$ cat src/rtl/html_char_classifier_core_macros.svh
// ----------------------------------------------------------------------------
// Assertion macros for the HTML character classifier
// Shared property forms for immediate-implication and next-cycle checks.
// ----------------------------------------------------------------------------
`ifndef HTML_CHAR_CLASSIFIER_CORE_MACROS_SVH
`define HTML_CHAR_CLASSIFIER_CORE_MACROS_SVH

// check cons in the same cycle as ante
`define HCC_ASSERT_IMP(lbl, clk, rst, ante, cons, msg) \
   lbl: assert property (@(posedge clk) disable iff (rst) (ante) |-> (cons)) \
      else $error(msg);

// check cons in the cycle after ante
`define HCC_ASSERT_NXT(lbl, clk, rst, ante, cons, msg) \
   lbl: assert property (@(posedge clk) disable iff (rst) (ante) |=> (cons)) \
      else $error(msg);

`endif

$ cat src/rtl/hcc_pkg.sv
// ----------------------------------------------------------------------------
// HTML character classifier package
// Payload types, character codes, class codes, scan modes and the command
// and status groups between the controller and the datapath.
// ----------------------------------------------------------------------------
package hcc_pkg;

   localparam int DEF_MAX_ENTITY_NAME = 32;

   typedef struct packed {
      logic [15:0] code_unit;
      logic        end_of_line;
   } req_type;

   typedef struct packed {
      logic [15:0] out_unit;
      logic [2:0]  char_class;
      logic        line_last;
      logic        run_last;
   } rsp_type;

   localparam logic [2:0] CLS_PLAIN   = 3'd0;
   localparam logic [2:0] CLS_ENTITY  = 3'd1;
   localparam logic [2:0] CLS_TAG     = 3'd2;
   localparam logic [2:0] CLS_COMMENT = 3'd3;
   localparam logic [2:0] CLS_ATTR    = 3'd4;

   localparam logic [15:0] CH_LT    = 16'h003C;
   localparam logic [15:0] CH_GT    = 16'h003E;
   localparam logic [15:0] CH_BANG  = 16'h0021;
   localparam logic [15:0] CH_DASH  = 16'h002D;
   localparam logic [15:0] CH_AMP   = 16'h0026;
   localparam logic [15:0] CH_SEMI  = 16'h003B;
   localparam logic [15:0] CH_QUOTE = 16'h0022;

   typedef enum logic [3:0] {
      MODE_NORMAL  = 4'b0001,
      MODE_COMMENT = 4'b0010,
      MODE_TAG     = 4'b0100,
      MODE_ATTR    = 4'b1000
   } mode_type;

   typedef enum logic [2:0] {
      SRC_PRE_HEAD  = 3'd0,
      SRC_PRE_BODY  = 3'd1,
      SRC_CUR       = 3'd2,
      SRC_POST_HEAD = 3'd3,
      SRC_POST_BODY = 3'd4
   } src_type;

   typedef struct packed {
      logic    load;
      logic    emit;
      logic    last;
      logic    idx_clr;
      logic    idx_inc;
      src_type src;
   } hcc_cmd_type;

   typedef struct packed {
      logic pre_on;
      logic pre_body;
      logic pre_idx_last;
      logic cur_on;
      logic post_on;
      logic post_body;
      logic post_idx_last;
      logic out_free;
   } hcc_status_type;

   function automatic logic is_alnum(input logic [15:0] c);
      is_alnum = ((c >= 16'h0030) && (c <= 16'h0039)) ||
                 ((c >= 16'h0041) && (c <= 16'h005A)) ||
                 ((c >= 16'h0061) && (c <= 16'h007A));
   endfunction

endpackage

$ cat src/rtl/hcc_ram.sv
// ----------------------------------------------------------------------------
// Generic single-write, single-read RAM
// One write port and one read port with registered read data.
// ----------------------------------------------------------------------------
module hcc_ram #(
   parameter int WIDTH  = 16,
   parameter int DEPTH  = 32,
   parameter int ADDR_W = (DEPTH > 1) ? $clog2(DEPTH) : 1
) (
   input  logic              clock,
   input  logic              wr_en,
   input  logic [ADDR_W-1:0] wr_addr,
   input  logic [WIDTH-1:0]  wr_data,
   input  logic [ADDR_W-1:0] rd_addr,
   output logic [WIDTH-1:0]  rd_data
);

   logic [WIDTH-1:0] mem_ff [DEPTH];
   logic [WIDTH-1:0] rd_data_ff;

   always_ff @(posedge clock) begin
      if (wr_en) begin
         mem_ff[wr_addr] <= wr_data;
      end
      rd_data_ff <= mem_ff[rd_addr];
   end

   assign rd_data = rd_data_ff;

endmodule

$ cat src/rtl/hcc_controller.sv
// ----------------------------------------------------------------------------
// HTML character classifier controller
// Sequences the result transactions of one input transaction: leading
// release, the unit itself, then the release at line end.
// ----------------------------------------------------------------------------
module hcc_controller import hcc_pkg::*; (
   input  logic           clock,
   input  logic           reset,
   input  logic           req_valid,
   output logic           req_ready,
   input  hcc_status_type stat,
   output hcc_cmd_type    cmd
);

   typedef enum logic [5:0] {
      ST_IDLE      = 6'b000001,
      ST_PRE_HEAD  = 6'b000010,
      ST_PRE_BODY  = 6'b000100,
      ST_CUR       = 6'b001000,
      ST_POST_HEAD = 6'b010000,
      ST_POST_BODY = 6'b100000
   } state_type;

   state_type state_ff;
   state_type state_in;
   state_type after_pre;
   state_type after_cur;
   state_type nxt;

   always_comb begin
      after_cur = stat.post_on ? ST_POST_HEAD : ST_IDLE;
      after_pre = stat.cur_on ? ST_CUR : after_cur;
   end

   always_comb begin
      state_in    = state_ff;
      nxt         = ST_IDLE;
      req_ready   = 1'b0;
      cmd         = '0;
      cmd.src     = SRC_CUR;
      case (state_ff)
         ST_IDLE: begin
            req_ready = !reset;
            if (req_valid && !reset) begin
               cmd.load = 1'b1;
               state_in = stat.pre_on ? ST_PRE_HEAD : after_pre;
            end
         end
         ST_PRE_HEAD: begin
            cmd.src     = SRC_PRE_HEAD;
            cmd.idx_clr = 1'b1;
            nxt         = stat.pre_body ? ST_PRE_BODY : after_pre;
         end
         ST_PRE_BODY: begin
            cmd.src = SRC_PRE_BODY;
            nxt     = stat.pre_idx_last ? after_pre : ST_PRE_BODY;
         end
         ST_CUR: begin
            cmd.src = SRC_CUR;
            nxt     = after_cur;
         end
         ST_POST_HEAD: begin
            cmd.src     = SRC_POST_HEAD;
            cmd.idx_clr = 1'b1;
            nxt         = stat.post_body ? ST_POST_BODY : ST_IDLE;
         end
         ST_POST_BODY: begin
            cmd.src = SRC_POST_BODY;
            nxt     = stat.post_idx_last ? ST_IDLE : ST_POST_BODY;
         end
         default: begin
            state_in = ST_IDLE;
         end
      endcase
      if ((state_ff != ST_IDLE) && stat.out_free && (state_ff inside {ST_PRE_HEAD,
            ST_PRE_BODY, ST_CUR, ST_POST_HEAD, ST_POST_BODY})) begin
         cmd.emit    = 1'b1;
         cmd.last    = (nxt == ST_IDLE);
         cmd.idx_inc = (state_ff == ST_PRE_BODY) || (state_ff == ST_POST_BODY);
         state_in    = nxt;
      end
   end

   always_ff @(posedge clock) begin
      if (reset) begin
         state_ff <= ST_IDLE;
      end else begin
         state_ff <= state_in;
      end
   end

endmodule

$ cat src/rtl/hcc_datapath.sv
// ----------------------------------------------------------------------------
// HTML character classifier datapath
// Scan state, held entity name store, release plan and result register.
// ----------------------------------------------------------------------------
module hcc_datapath import hcc_pkg::*; #(
   parameter int MAX_ENTITY_NAME = DEF_MAX_ENTITY_NAME
) (
   input  logic           clock,
   input  logic           reset,
   input  req_type        req_data,
   input  hcc_cmd_type    cmd,
   output hcc_status_type stat,
   output logic           rsp_valid,
   input  logic           rsp_ready,
   output rsp_type        rsp_data
);

   localparam int CNT_W = $clog2(MAX_ENTITY_NAME + 1);
   localparam int IDX_W = (MAX_ENTITY_NAME > 1) ? $clog2(MAX_ENTITY_NAME) : 1;
   localparam int LEN_W = (CNT_W > 2) ? CNT_W : 2;

   typedef struct packed {
      logic             on;
      logic             is_ent;
      logic [2:0]       cls;
      logic [LEN_W-1:0] len;
   } flush_type;

   typedef struct packed {
      flush_type   pre;
      logic        cur_on;
      logic [2:0]  cur_cls;
      logic [15:0] unit;
      logic        eol;
      flush_type   post;
   } plan_type;

   mode_type         mode_ff, mode_in;
   logic             pend_ff, pend_in;
   logic [CNT_W-1:0] cnt_ff, cnt_in;
   logic [1:0]       open_ff, open_in;
   logic [1:0]       dash_ff, dash_in;
   plan_type         plan_ff, plan_new, plan_cur;
   logic [IDX_W-1:0] idx_ff, idx_in;
   logic             rsp_valid_ff, rsp_valid_in;
   rsp_type          rsp_ff, rsp_in;

   logic        wr_en;
   logic [15:0] rd_data;
   logic [15:0] c;
   logic        eol;
   logic        do_normal;
   logic        do_tag;
   logic [15:0] emit_unit;
   logic [2:0]  emit_cls;

   assign c   = req_data.code_unit;
   assign eol = req_data.end_of_line;

   always_comb begin
      plan_new      = '0;
      plan_new.unit = c;
      plan_new.eol  = eol;
      mode_in       = mode_ff;
      pend_in       = pend_ff;
      cnt_in        = cnt_ff;
      open_in       = open_ff;
      dash_in       = dash_ff;
      wr_en         = 1'b0;
      do_normal     = 1'b0;
      do_tag        = 1'b0;
      case (mode_ff)
         MODE_COMMENT: begin
            plan_new.cur_on  = 1'b1;
            plan_new.cur_cls = CLS_COMMENT;
            if ((c == CH_GT) && (dash_ff >= 2'd2)) begin
               mode_in = MODE_NORMAL;
               dash_in = 2'd0;
            end else if (c == CH_DASH) begin
               if (dash_ff < 2'd2) begin
                  dash_in = dash_ff + 2'd1;
               end
            end else begin
               dash_in = 2'd0;
            end
         end
         MODE_TAG: begin
            do_tag = 1'b1;
         end
         MODE_ATTR: begin
            plan_new.cur_on = 1'b1;
            if (c == CH_QUOTE) begin
               plan_new.cur_cls = CLS_PLAIN;
               mode_in          = MODE_TAG;
            end else begin
               plan_new.cur_cls = CLS_ATTR;
            end
         end
         default: begin
            if (pend_ff) begin
               plan_new.pre.is_ent = 1'b1;
               plan_new.pre.len    = LEN_W'(cnt_ff);
               if (is_alnum(c)) begin
                  if (cnt_ff < CNT_W'(MAX_ENTITY_NAME)) begin
                     wr_en  = 1'b1;
                     cnt_in = cnt_ff + CNT_W'(1);
                  end else begin
                     plan_new.pre.on  = 1'b1;
                     plan_new.pre.cls = CLS_PLAIN;
                     plan_new.cur_on  = 1'b1;
                     plan_new.cur_cls = CLS_PLAIN;
                     pend_in          = 1'b0;
                     cnt_in           = '0;
                  end
               end else if ((c == CH_SEMI) && (cnt_ff != '0)) begin
                  plan_new.pre.on  = 1'b1;
                  plan_new.pre.cls = CLS_ENTITY;
                  plan_new.cur_on  = 1'b1;
                  plan_new.cur_cls = CLS_ENTITY;
                  pend_in          = 1'b0;
                  cnt_in           = '0;
               end else begin
                  plan_new.pre.on  = 1'b1;
                  plan_new.pre.cls = CLS_PLAIN;
                  pend_in          = 1'b0;
                  cnt_in           = '0;
                  do_normal        = 1'b1;
               end
            end else if (open_ff != 2'd0) begin
               if (c == ((open_ff == 2'd1) ? CH_BANG : CH_DASH)) begin
                  if (open_ff == 2'd3) begin
                     plan_new.pre.on  = 1'b1;
                     plan_new.pre.cls = CLS_COMMENT;
                     plan_new.pre.len = LEN_W'(2);
                     plan_new.cur_on  = 1'b1;
                     plan_new.cur_cls = CLS_COMMENT;
                     open_in          = 2'd0;
                     mode_in          = MODE_COMMENT;
                     dash_in          = 2'd2;
                  end else begin
                     open_in = open_ff + 2'd1;
                  end
               end else begin
                  plan_new.pre.on  = 1'b1;
                  plan_new.pre.cls = CLS_TAG;
                  plan_new.pre.len = LEN_W'(open_ff - 2'd1);
                  open_in          = 2'd0;
                  mode_in          = MODE_TAG;
                  do_tag           = 1'b1;
               end
            end else begin
               do_normal = 1'b1;
            end
         end
      endcase
      if (do_normal) begin
         if (c == CH_LT) begin
            open_in = 2'd1;
         end else if (c == CH_AMP) begin
            pend_in = 1'b1;
            cnt_in  = '0;
         end else begin
            plan_new.cur_on  = 1'b1;
            plan_new.cur_cls = CLS_PLAIN;
         end
      end
      if (do_tag) begin
         plan_new.cur_on = 1'b1;
         if (c == CH_QUOTE) begin
            plan_new.cur_cls = CLS_ATTR;
            mode_in          = MODE_ATTR;
         end else begin
            plan_new.cur_cls = CLS_TAG;
            if (c == CH_GT) begin
               mode_in = MODE_NORMAL;
            end
         end
      end
      if (eol) begin
         if (pend_in) begin
            plan_new.post.on     = 1'b1;
            plan_new.post.is_ent = 1'b1;
            plan_new.post.cls    = CLS_PLAIN;
            plan_new.post.len    = LEN_W'(cnt_in);
            pend_in              = 1'b0;
            cnt_in               = '0;
         end
         if (open_in != 2'd0) begin
            plan_new.post.on  = 1'b1;
            plan_new.post.cls = CLS_TAG;
            plan_new.post.len = LEN_W'(open_in - 2'd1);
            open_in           = 2'd0;
            mode_in           = MODE_TAG;
         end
         dash_in = 2'd0;
      end
   end

   hcc_ram #(
      .WIDTH (16),
      .DEPTH (MAX_ENTITY_NAME),
      .ADDR_W(IDX_W)
   ) u_store (
      .clock  (clock),
      .wr_en  (cmd.load & wr_en),
      .wr_addr(cnt_ff[IDX_W-1:0]),
      .wr_data(c),
      .rd_addr(idx_in),
      .rd_data(rd_data)
   );

   always_comb begin
      if (cmd.idx_clr) begin
         idx_in = '0;
      end else if (cmd.idx_inc) begin
         idx_in = idx_ff + IDX_W'(1);
      end else begin
         idx_in = idx_ff;
      end
   end

   always_comb begin
      plan_cur           = cmd.load ? plan_new : plan_ff;
      stat.pre_on        = plan_cur.pre.on;
      stat.pre_body      = (plan_cur.pre.len != '0);
      stat.pre_idx_last  = ((LEN_W'(idx_ff) + LEN_W'(1)) == plan_cur.pre.len);
      stat.cur_on        = plan_cur.cur_on;
      stat.post_on       = plan_cur.post.on;
      stat.post_body     = (plan_cur.post.len != '0);
      stat.post_idx_last = ((LEN_W'(idx_ff) + LEN_W'(1)) == plan_cur.post.len);
      stat.out_free      = !rsp_valid_ff || rsp_ready;
   end

   always_comb begin
      emit_unit = plan_ff.unit;
      emit_cls  = plan_ff.cur_cls;
      case (cmd.src)
         SRC_PRE_HEAD: begin
            emit_unit = plan_ff.pre.is_ent ? CH_AMP : CH_LT;
            emit_cls  = plan_ff.pre.cls;
         end
         SRC_PRE_BODY: begin
            emit_unit = plan_ff.pre.is_ent ? rd_data :
                        ((idx_ff == '0) ? CH_BANG : CH_DASH);
            emit_cls  = plan_ff.pre.cls;
         end
         SRC_POST_HEAD: begin
            emit_unit = plan_ff.post.is_ent ? CH_AMP : CH_LT;
            emit_cls  = plan_ff.post.cls;
         end
         SRC_POST_BODY: begin
            emit_unit = plan_ff.post.is_ent ? rd_data :
                        ((idx_ff == '0) ? CH_BANG : CH_DASH);
            emit_cls  = plan_ff.post.cls;
         end
         default: begin
            emit_unit = plan_ff.unit;
            emit_cls  = plan_ff.cur_cls;
         end
      endcase
   end

   always_comb begin
      rsp_in       = rsp_ff;
      rsp_valid_in = rsp_valid_ff;
      if (cmd.emit) begin
         rsp_in.out_unit   = emit_unit;
         rsp_in.char_class = emit_cls;
         rsp_in.line_last  = cmd.last & plan_ff.eol;
         rsp_in.run_last   = cmd.last;
         rsp_valid_in      = 1'b1;
      end else if (rsp_ready) begin
         rsp_valid_in = 1'b0;
      end
   end

   always_ff @(posedge clock) begin
      if (reset) begin
         mode_ff      <= MODE_NORMAL;
         pend_ff      <= 1'b0;
         cnt_ff       <= '0;
         open_ff      <= 2'd0;
         dash_ff      <= 2'd0;
         rsp_valid_ff <= 1'b0;
      end else begin
         if (cmd.load) begin
            mode_ff <= mode_in;
            pend_ff <= pend_in;
            cnt_ff  <= cnt_in;
            open_ff <= open_in;
            dash_ff <= dash_in;
         end
         rsp_valid_ff <= rsp_valid_in;
      end
   end

   always_ff @(posedge clock) begin
      if (cmd.load) begin
         plan_ff <= plan_new;
      end
      idx_ff <= idx_in;
      rsp_ff <= rsp_in;
   end

   assign rsp_valid = rsp_valid_ff;
   assign rsp_data  = rsp_ff;

endmodule

$ cat src/rtl/html_char_classifier_core.sv
// ----------------------------------------------------------------------------
// HTML character classifier core: one result per cycle from a result register
// while the receiver is ready; an item gives none when its unit is held. The
// first result passes the controller state and result registers; an item gives
// up to 34. Reset clears scan state and handshakes, not the entity store.
// ----------------------------------------------------------------------------
`include "html_char_classifier_core_macros.svh"

module html_char_classifier_core import hcc_pkg::*; #(
   parameter int MAX_ENTITY_NAME = DEF_MAX_ENTITY_NAME
) (
   input  logic    clock,
   input  logic    reset,
   input  logic    req_valid,
   output logic    req_ready,
   input  req_type req_data,
   output logic    rsp_valid,
   input  logic    rsp_ready,
   output rsp_type rsp_data
);

   hcc_cmd_type    cmd;
   hcc_status_type stat;

   hcc_controller u_ctrl (
      .clock    (clock),
      .reset    (reset),
      .req_valid(req_valid),
      .req_ready(req_ready),
      .stat     (stat),
      .cmd      (cmd)
   );

   hcc_datapath #(
      .MAX_ENTITY_NAME(MAX_ENTITY_NAME)
   ) u_dp (
      .clock    (clock),
      .reset    (reset),
      .req_data (req_data),
      .cmd      (cmd),
      .stat     (stat),
      .rsp_valid(rsp_valid),
      .rsp_ready(rsp_ready),
      .rsp_data (rsp_data)
   );

   `HCC_ASSERT_IMP(a_emit_needs_room, clock, reset, cmd.emit, (!rsp_valid || rsp_ready), "result overwritten")
   `HCC_ASSERT_NXT(a_last_frees_input, clock, reset, cmd.emit && cmd.last, req_ready, "not idle after last result")
   `HCC_ASSERT_IMP(a_no_accept_mid_run, clock, reset, req_valid && req_ready, !cmd.emit, "accept during emission")
   `HCC_ASSERT_IMP(a_line_last_ends_run, clock, reset, rsp_valid && rsp_data.line_last, rsp_data.run_last, "line end not on run end")

endmodule
$ cat config.mk
export PLATFORM = sky130hd
export DESIGN_NAME = html_char_classifier_core
export DESIGN_NICKNAME = d
export VERILOG_FILES = /design/src/rtl/hcc_pkg.sv /design/src/rtl/hcc_ram.sv /design/src/rtl/hcc_controller.sv /design/src/rtl/hcc_datapath.sv /design/src/rtl/html_char_classifier_core.sv
export VERILOG_INCLUDE_DIRS = /design/src /design/src/rtl
export SDC_FILE = /design/constraint.sdc
export NUM_CORES = 1
export LEC_CHECK = 0
export ABC_AREA = 1
export BUFFER_PORTS_ARGS = -buffer_cell sky130_fd_sc_hd__buf_2
export CAP_MARGIN = 20
export CORE_MARGIN = 4
export CORE_UTILIZATION = 40
export DETAILED_ROUTE_END_ITERATION = 6
export PLACE_DENSITY = 0.66
export REMOVE_ABC_BUFFERS = 1
export SLEW_MARGIN = 15
export SYNTH_ARGS = -nofsm -noshare
export SYNTH_HDL_FRONTEND = slang
export SYNTH_SLANG_ARGS = --single-unit
$ cat constraint.sdc
create_clock -name clock -period 5.36 [get_ports clock]
set_input_delay 0.268 -clock clock [delete_from_list [all_inputs] [get_ports clock]]
set_output_delay 0.268 -clock clock [all_outputs]
set_load 0.05 [all_outputs]
## Yosys cells after proc, flatten, opt, wreduce, memory -nomap -nowiden

Memories as Yosys holds them, arrays and structs flattened. A register that Yosys moved wholly into a read port is not among the register bits.
Index checks and enable logic that the tools add are counted.

| word-level totals | value |
|---|---|
| register bits after elaboration | 91 |
| bits in writable memories | 512 |
| input bits | 21 |
| output and inout port bits | 23 |
| logic and storage cells | 231 |
| memories kept | 1 |

| operators by class | value |
|---|---|
| $add $sub $neg | 7 |
| order comparisons | 9 |
| equal/unequal tests | 30 |
| multiplexer cells | 120 |
| bitwise logic cells | 3 |
| reductions and logical operators | 36 |

Memories:

| memory | words | width | read ports | clocked after memory_dff | wr ports | RTL line | RTL |
|---|---|---|---|---|---|---|---|
| u_dp.u_store.mem_ff | 32 | 16 | 1 | 1 | 1 | hcc_ram.sv:18 | `logic [WIDTH-1:0] mem_ff [DEPTH];` |

Operators with widths:

| kind | number |
|---|---|
| 6-bit 2-to-1 mux | 17 |
| 16-bit by 6-bit equality test with 1-bit output (second input constant) | 6 |
| 4-bit 2-to-1 mux | 21 |
| 16-bit one-hot mux with 4 select lines | 1 |
| 43-bit 2-to-1 mux | 1 |
| 13-bit 2-to-1 mux | 3 |
| 2-bit 2-to-1 mux | 18 |
| 1-bit 2-to-1 mux | 35 |
| 11-bit 2-to-1 mux | 3 |
| 16-bit by 7-bit greater-or-equal comparator with 1-bit output (second input constant) | 2 |
| 16-bit by 7-bit less-or-equal comparator with 1-bit output (second input constant) | 2 |
| 16-bit 2-to-1 mux | 2 |
| 6-bit one-hot mux with 5 select lines | 1 |
| 5-bit 2-to-1 mux | 5 |
| 4-bit one-hot mux with 3 select lines | 2 |
| 9-bit 2-to-1 mux | 2 |
| 6-bit nonzero test | 3 |
| 16-bit equality test | 1 |
| 16-bit by 6-bit greater-or-equal comparator with 1-bit output (second input constant) | 1 |
| 16-bit by 6-bit less-or-equal comparator with 1-bit output (second input constant) | 1 |
| 6-bit by 1-bit equality test with 1-bit output (second input constant) | 2 |
| 6-bit equality test | 2 |
| 12-bit 2-to-1 mux | 1 |
| 3-bit one-hot mux with 4 select lines | 1 |
| 46 further kinds | 72 |

## Longest topological paths before layout

| depth | value |
|---|---|
| depth in word-level cells | 21 |
| mapped depth | 26 |
| gate-level depth less buffers | 26 |

## Hierarchy

Synthesis repeated with hierarchy kept, for this count alone.

| second synthesis, totals | value |
|---|---|
| cells, all modules | 2519 |
| area, all modules | 26720.6 um2 |

Modules (own cells, without submodules):

| module | times used | cells each | area each (um2) | seq. area each (um2) |
|---|---|---|---|---|
| hcc_ram | 1 | 1794 | 21301.7 | 15695.1 |
| hcc_datapath | 1 | 609 | 4748.3 | 2102.0 |
| hcc_controller | 1 | 116 | 670.6 | 120.1 |

## Worst setup path before layout

No wires, ideal clock.

| timing path | value |
|---|---|
| path kind | register to register |
| from | register u_ctrl.state_ff[5] |
| to | memory u_dp.u_store.mem_ff[0][0], enable pin |
| setup time | 0.388 ns |
| arrival | 3.419 ns |
| required time | 4.972 ns |
| slack | 1.553 ns |
| cell stages (with the launch flop) | 10 |
| path buffers | 2 |
| period minus slack after synthesis | 3.807 ns |
| path through | dfxtp_1 nor2_2 nand4_1 nor2_1 nand2_1 clkbuf_1 clkbuf_1 nor3_1 nand2_1 nor2_1 |

| on the way | value |
|---|---|
| longest elaborated chain between the ends | 5 |

RTL lines:

| what | RTL line | RTL |
|---|---|---|
| start, declared | hcc_controller.sv:24 | `state_type state_ff;` |
| start signal, assigned | hcc_controller.sv:88 | `state_ff <= state_in;` |
| 6-bit by 1-bit equality test with 1-bit output | hcc_controller.sv:41 | `case (state_ff)` |
| 1-bit 2-to-1 mux | hcc_controller.sv:41 |  |
| 1-bit bitwise AND | hcc_datapath.sv:205 | `.wr_en (cmd.load & wr_en),` |
| 1-bit 2-to-1 mux | hcc_ram.sv:22 | `if (wr_en) begin` |
| 1-bit 2-to-1 mux (implied by the code) | hcc_ram.sv:23 | `mem_ff[wr_addr] <= wr_data;` |
| end, declared | hcc_ram.sv:18 |  |

Every way passes these cells.

## Final worst setup path

| timing path | value |
|---|---|
| from | register u_ctrl.state_ff[2] |
| to | register u_dp.u_store.rd_data_ff[2], in the netlist u_dp.u_store.rd_data[2] (read register of u_dp.u_store.mem_ff) |

| on the way | value |
|---|---|
| longest elaborated chain between the ends | 6 |
| elaborated cells on any way between the ends | 15 |
| those cells by class | 6 x eq/ne; 4 x mux; 5 x reduce/logical |

RTL lines:

| what | RTL line | RTL |
|---|---|---|
| 6-bit by 2-bit equality test with 1-bit output (tied with other cells) | hcc_controller.sv:41, hcc_controller.sv:75 |  |
| 5-bit nonzero test or 1-bit logical AND (tied branches) | hcc_controller.sv:75 | `if ((state_ff != ST_IDLE) && stat.out_free && (state_ff inside {ST_PRE_HEAD,` |
| 1-bit logical AND | hcc_controller.sv:75 |  |
| 1-bit 2-to-1 mux | hcc_controller.sv:75 |  |
| 5-bit 2-to-1 mux | hcc_datapath.sv:215 | `end else if (cmd.idx_inc) begin` |
| 5-bit 2-to-1 mux * | hcc_datapath.sv:213 | `if (cmd.idx_clr) begin` |
| end, declared | hcc_ram.sv:19 | `logic [WIDTH-1:0] rd_data_ff;` |

Mark *: on every way between the ends. The rest lies on a longest branch, timed or not.
A chain may end at the register's enable or synchronous reset.

==> results summary <==
The sequential cells in the finished layout cover a total of 17,900 µm². In this run the power density over the cells is 349 nW/µm². Setup violations remaining at the end of the flow were counted as 0. For met3 alone, demand over resource in global routing was 0.0339.

Hold is met by 0.0407 ns. The final number of hold-violating endpoints came out at 0. In this run, synthesis produced a sequential element count of 616.

The data arrival time of the critical path is 5.18 ns. Setup repair after global routing left no endpoint under its margin. The number of warnings printed during yosys synthesis is 0. The max-cap violation count is 0. The vias per cell came out at 5.61. After the first detailed-routing iteration, the DRC count stood at 2,247.

The width of the die came out at 262 µm. The first global-routing pass estimated 103 mm of wire. The tree is rooted in a clkbuf_16. The worst slew margin relative to its limit came out at 0.358. The clock transition at the register clock pins on the worst setup and hold paths after CTS came out at 0.06 ns. The detailed-route DRC error count is 0. The total global-route track usage came out at 0.193. In the post-synthesis netlist, the biggest area contributors are edfxtp_1, nand2_1, dfxtp_1. The worst setup path is launched from a flip-flop. The distinct cell type count of the synthesized netlist came out at 42.

The final clock period utilization by the worst path is 0.867. The clock tree buffer depth is 3. The leakage dissipation is 10.7 nW. The total number of nets in the final design is 2,358. The source-to-sink clock delay at the later pin of the worst-skew pair is 0.59 ns. The number of global-route vias before repair is 17.5k.

The leading register cell type out of synthesis is edfxtp_1. The weighted congestion at the end of routability-driven global placement is 0.854. The critical path goes through nor2_2 > nand2_2 > nor3_2 > nor2_1 > nand2_4 > nor2_4 > nor2_8 > nand2_4 > xor2_2 > nand2_8 > inv_8 > buf_4 > o21ai_0 > o211ai_1 > o211ai_1 > nand2_1 > nand2_1 > nand2_1.

In this run the post-CTS setup repair buffer count came out at 0. The total power of the final layout came out at 10.2 mW. The fraction of registers with async set or reset after synthesis came out at 0. The combinational power share came out at 0.047.

The most common cell type on the critical path is nand2_1. The residual overflow from global routing came out at 0. For this design, the slowest cell found on the critical path is nor2_8. The share of total power in the clock network is 0.428. The number of synthesized flops with an enable pin came out at 558.

The maximum number of pins on one net before global-route repair came out at 145. The number of antenna diodes in the final layout is 0. The worst hold path belongs to the class primary input to flip-flop. The share of synthesized area occupied by flip-flops and latches is 0.692.

The worst setup path is captured at a flip-flop. The clock period minus worst slack came out at 4.65 ns. Counting tap cells, the placed design contains a total of 3,102 instances. The number of clock buffers added by TritonCTS is 66. The data required time at the worst endpoint is 5.89 ns. The number of max-slew violations in the final report is 0. During placement, the flow inserted port buffers numbering 43. The largest total area in the synthesized netlist belongs to edfxtp_1.

In this run the worst path has a maximum fanout of 61. The H-tree was split into 3 levels. After technology mapping, the gate count stands at 2,271. 44 I/O pins were placed.

For this run, global-route usage on met1 was measured as 0.264. In the final layout, the share of cells above drive strength 1 is 0.0903. The final worst slack came out at 0.711 ns.

The run finished with clean final reports. The number of antenna violations at the first check in global routing is 2. The final core utilization is 0.459. The HPWL after detailed placement is 41.9 mm.

Timing analysis after detailed placement gives a worst setup slack of 0.798 ns. The most used routing layer is met2. The setup path with the least slack is of type flip-flop to flip-flop.

The average footprint of a synthesized cell came out at 11.4 µm². The post-synth design cell area came out at 25,900 µm². The filler cell count in the final layout is 5,714.

The die area came out at 68,800 µm². VDD sags by at most 0.164 mV. After clock tree synthesis, the flow added hold-fix buffers numbering 1. The met2 demand-to-capacity share in global routing came out at 0.310.

At the pin with the least slew margin, the transition time is 0.961 ns. The number of cells upsized or downsized after cts came out at 0. The core region area came out at 63,500 µm².

In this run the power spent charging and discharging nets is 2.19 mW. The fraction of power spent switching nets came out at 0.214. The initial utilization of the core area, before any placement, comes to 0.407. The internal power of the cells totals 8.01 mW. The top achievable clock speed is 0.215 GHz. On the worst path, the slowest cell contributes a delay of 0.43 ns. The routed wire length came out at 68.8 mm.

Excluding fillers, the count of instances in the completed layout stands at 3,215. The remaining number of nets flagged by the antenna check after routing came out at 0. The clock sink count came out at 616. The overall via count from detail_route came out at 18.0k. The worst clock skew is 0.0330 ns.

TritonCTS built the clock tree. Row generation in the floorplan step produced 92 rows. Of the post-synthesis cell area, the dominant cell type holds 0.647. Dividing the detail-routed wire length by the instance count gives 21.4 µm. The vertical die dimension came out at 262 µm. The multi-input combinational cell area came out at 7030 µm².

The area overhead of the layout relative to synthesis is 12.8%. The proportion of power drawn by flip-flops and latches is 0.525. The number of detailed-routing iterations run before antenna repair is 6.
==> power groups by stage <==
stage | Clock, mW | Combinational, mW | Sequential (mW)
after floorplan | 0 | 0.215 | 5.51
after global placement | 0 | 0.462 | 5.45
after detailed placement | 0 | 0.472 | 5.45
after CTS | 4.43 | 0.476 | 5.35
after global routing | 4.63 | 0.522 | 5.36
final | 4.36 | 0.477 | 5.35
==> synth_stat cells (2+ instances only) <==
master,count
a31oi_1,8
inv_1,99
buf_2,72
nand2_1,704
xor2_1,6
clkbuf_1,38
dfxtp_1,58
o21ai_1,13
o211ai_2,2
o2111ai_1,3
or2_2,2
edfxtp_1,558
nor4_1,3
nor2_2,6
clkinv_1,2
ha_1,12
o21ai_0,43
nor2_1,153
nand4_1,16
a32o_1,96
nand3_1,118
nor3_1,8
nand3b_1,4
a221oi_1,2
buf_4,5
inv_2,4
nand2_4,3
o22ai_1,2
a22oi_1,16
nand3_2,3
a21oi_1,164
o211ai_1,38
==> path summary, 6_finish.rpt <==
check	from	to	slack, ns	depth (start not counted)
worst max-delay path	u_ctrl.state_ff[2]$_SDFFE_PP0P_	u_dp.u_store.rd_data[2]$_DFF_P_	0.71	18
worst min-delay path	req_data[12]	u_dp.u_store.mem_ff[13][11]$_DFFE_PP_	0.04	1
worst max register to register	u_ctrl.state_ff[2]$_SDFFE_PP0P_	u_dp.u_store.rd_data[2]$_DFF_P_	0.71	18
worst min register to register	u_dp.cnt_ff[5]$_SDFFE_PP0P_	u_dp.cnt_ff[5]$_SDFFE_PP0P_	0.50	2
==> state kept, by name, summed over array words and instances, names as in the netlist <==
signal,count
u_dp.rsp_valid,1
u_dp.pend_ff,1
u_dp.u_store.rd_data,16
u_dp.rsp_data,21
u_dp.dash_ff,2
u_dp.idx_ff,5
u_dp.cnt_ff,6
u_dp.u_store.mem_ff,512
u_ctrl.state_ff,6
u_dp.mode_ff,4
u_dp.plan_ff,40
u_dp.open_ff,2
==> final cells by class <==
| class | instances | share of cell area |
|---|---|---|
| Sequential cell | 616 | 0.614 |
| Multi-Input combinational cell | 1434 | 0.241 |
| Clock buffer | 86 | 0.0613 |
| Tap cell | 846 | 0.0363 |
| Timing Repair Buffer | 102 | 0.0244 |
| Inverter | 105 | 0.0139 |
| Clock inverter | 26 | 0.00917 |
==> critical path, delay by kind of cell, from the launching register on <==
kind	cells	cell delay, ns
buffers and inverters	2	0.82
AO/OA/AOI/OAI	3	0.53
XOR/XNOR	1	0.29
AND/OR/NAND/NOR	12	2.53
flip-flops	1	0.35
==> kinds of logic (layout without fill, tap and decap cells) <==
kind of cell,after synthesis,after routing,synth area share
simple gates,1025,1025,0.161
flops,616,616,0.692
compound gates,390,390,0.101
xor+xnor,7,7,0.00266
fa+ha+maj,12,12,0.00580
buf+inv,221,319,0.0366
==> layer usage <==
layer / wire length [µm] / part of all wire
met4: 2300 / 0.033
met2: 32100 / 0.47
met1: 29200 / 0.42
met5: 17 / 0.00025
met3: 5150 / 0.075
==> placed cells by master (no fill, tap or decap), types with 38 or more instances in the layout <==
cell type / synthesis / layout
o211ai_1: 38 / 38
clkbuf_16: 0 / 68
edfxtp_1: 558 / 558
dfxtp_1: 58 / 58
nand2_1: 704 / 704
nand3_1: 118 / 118
buf_4: 5 / 54
buf_2: 72 / 43
nor2_1: 153 / 153
a32o_1: 96 / 96
inv_1: 99 / 98
a21oi_1: 164 / 164
o21ai_0: 43 / 43
==> through the flow <==
step                instance area (µm²)  setup TNS, ns
global placement                  27100              0
CTS                               29200              0
floorplan                         25300         -10.76
global route                      29200              0
finish                            29200              0
detailed placement                27100              0
No activity file was read; power rests on OpenSTA's default activity.
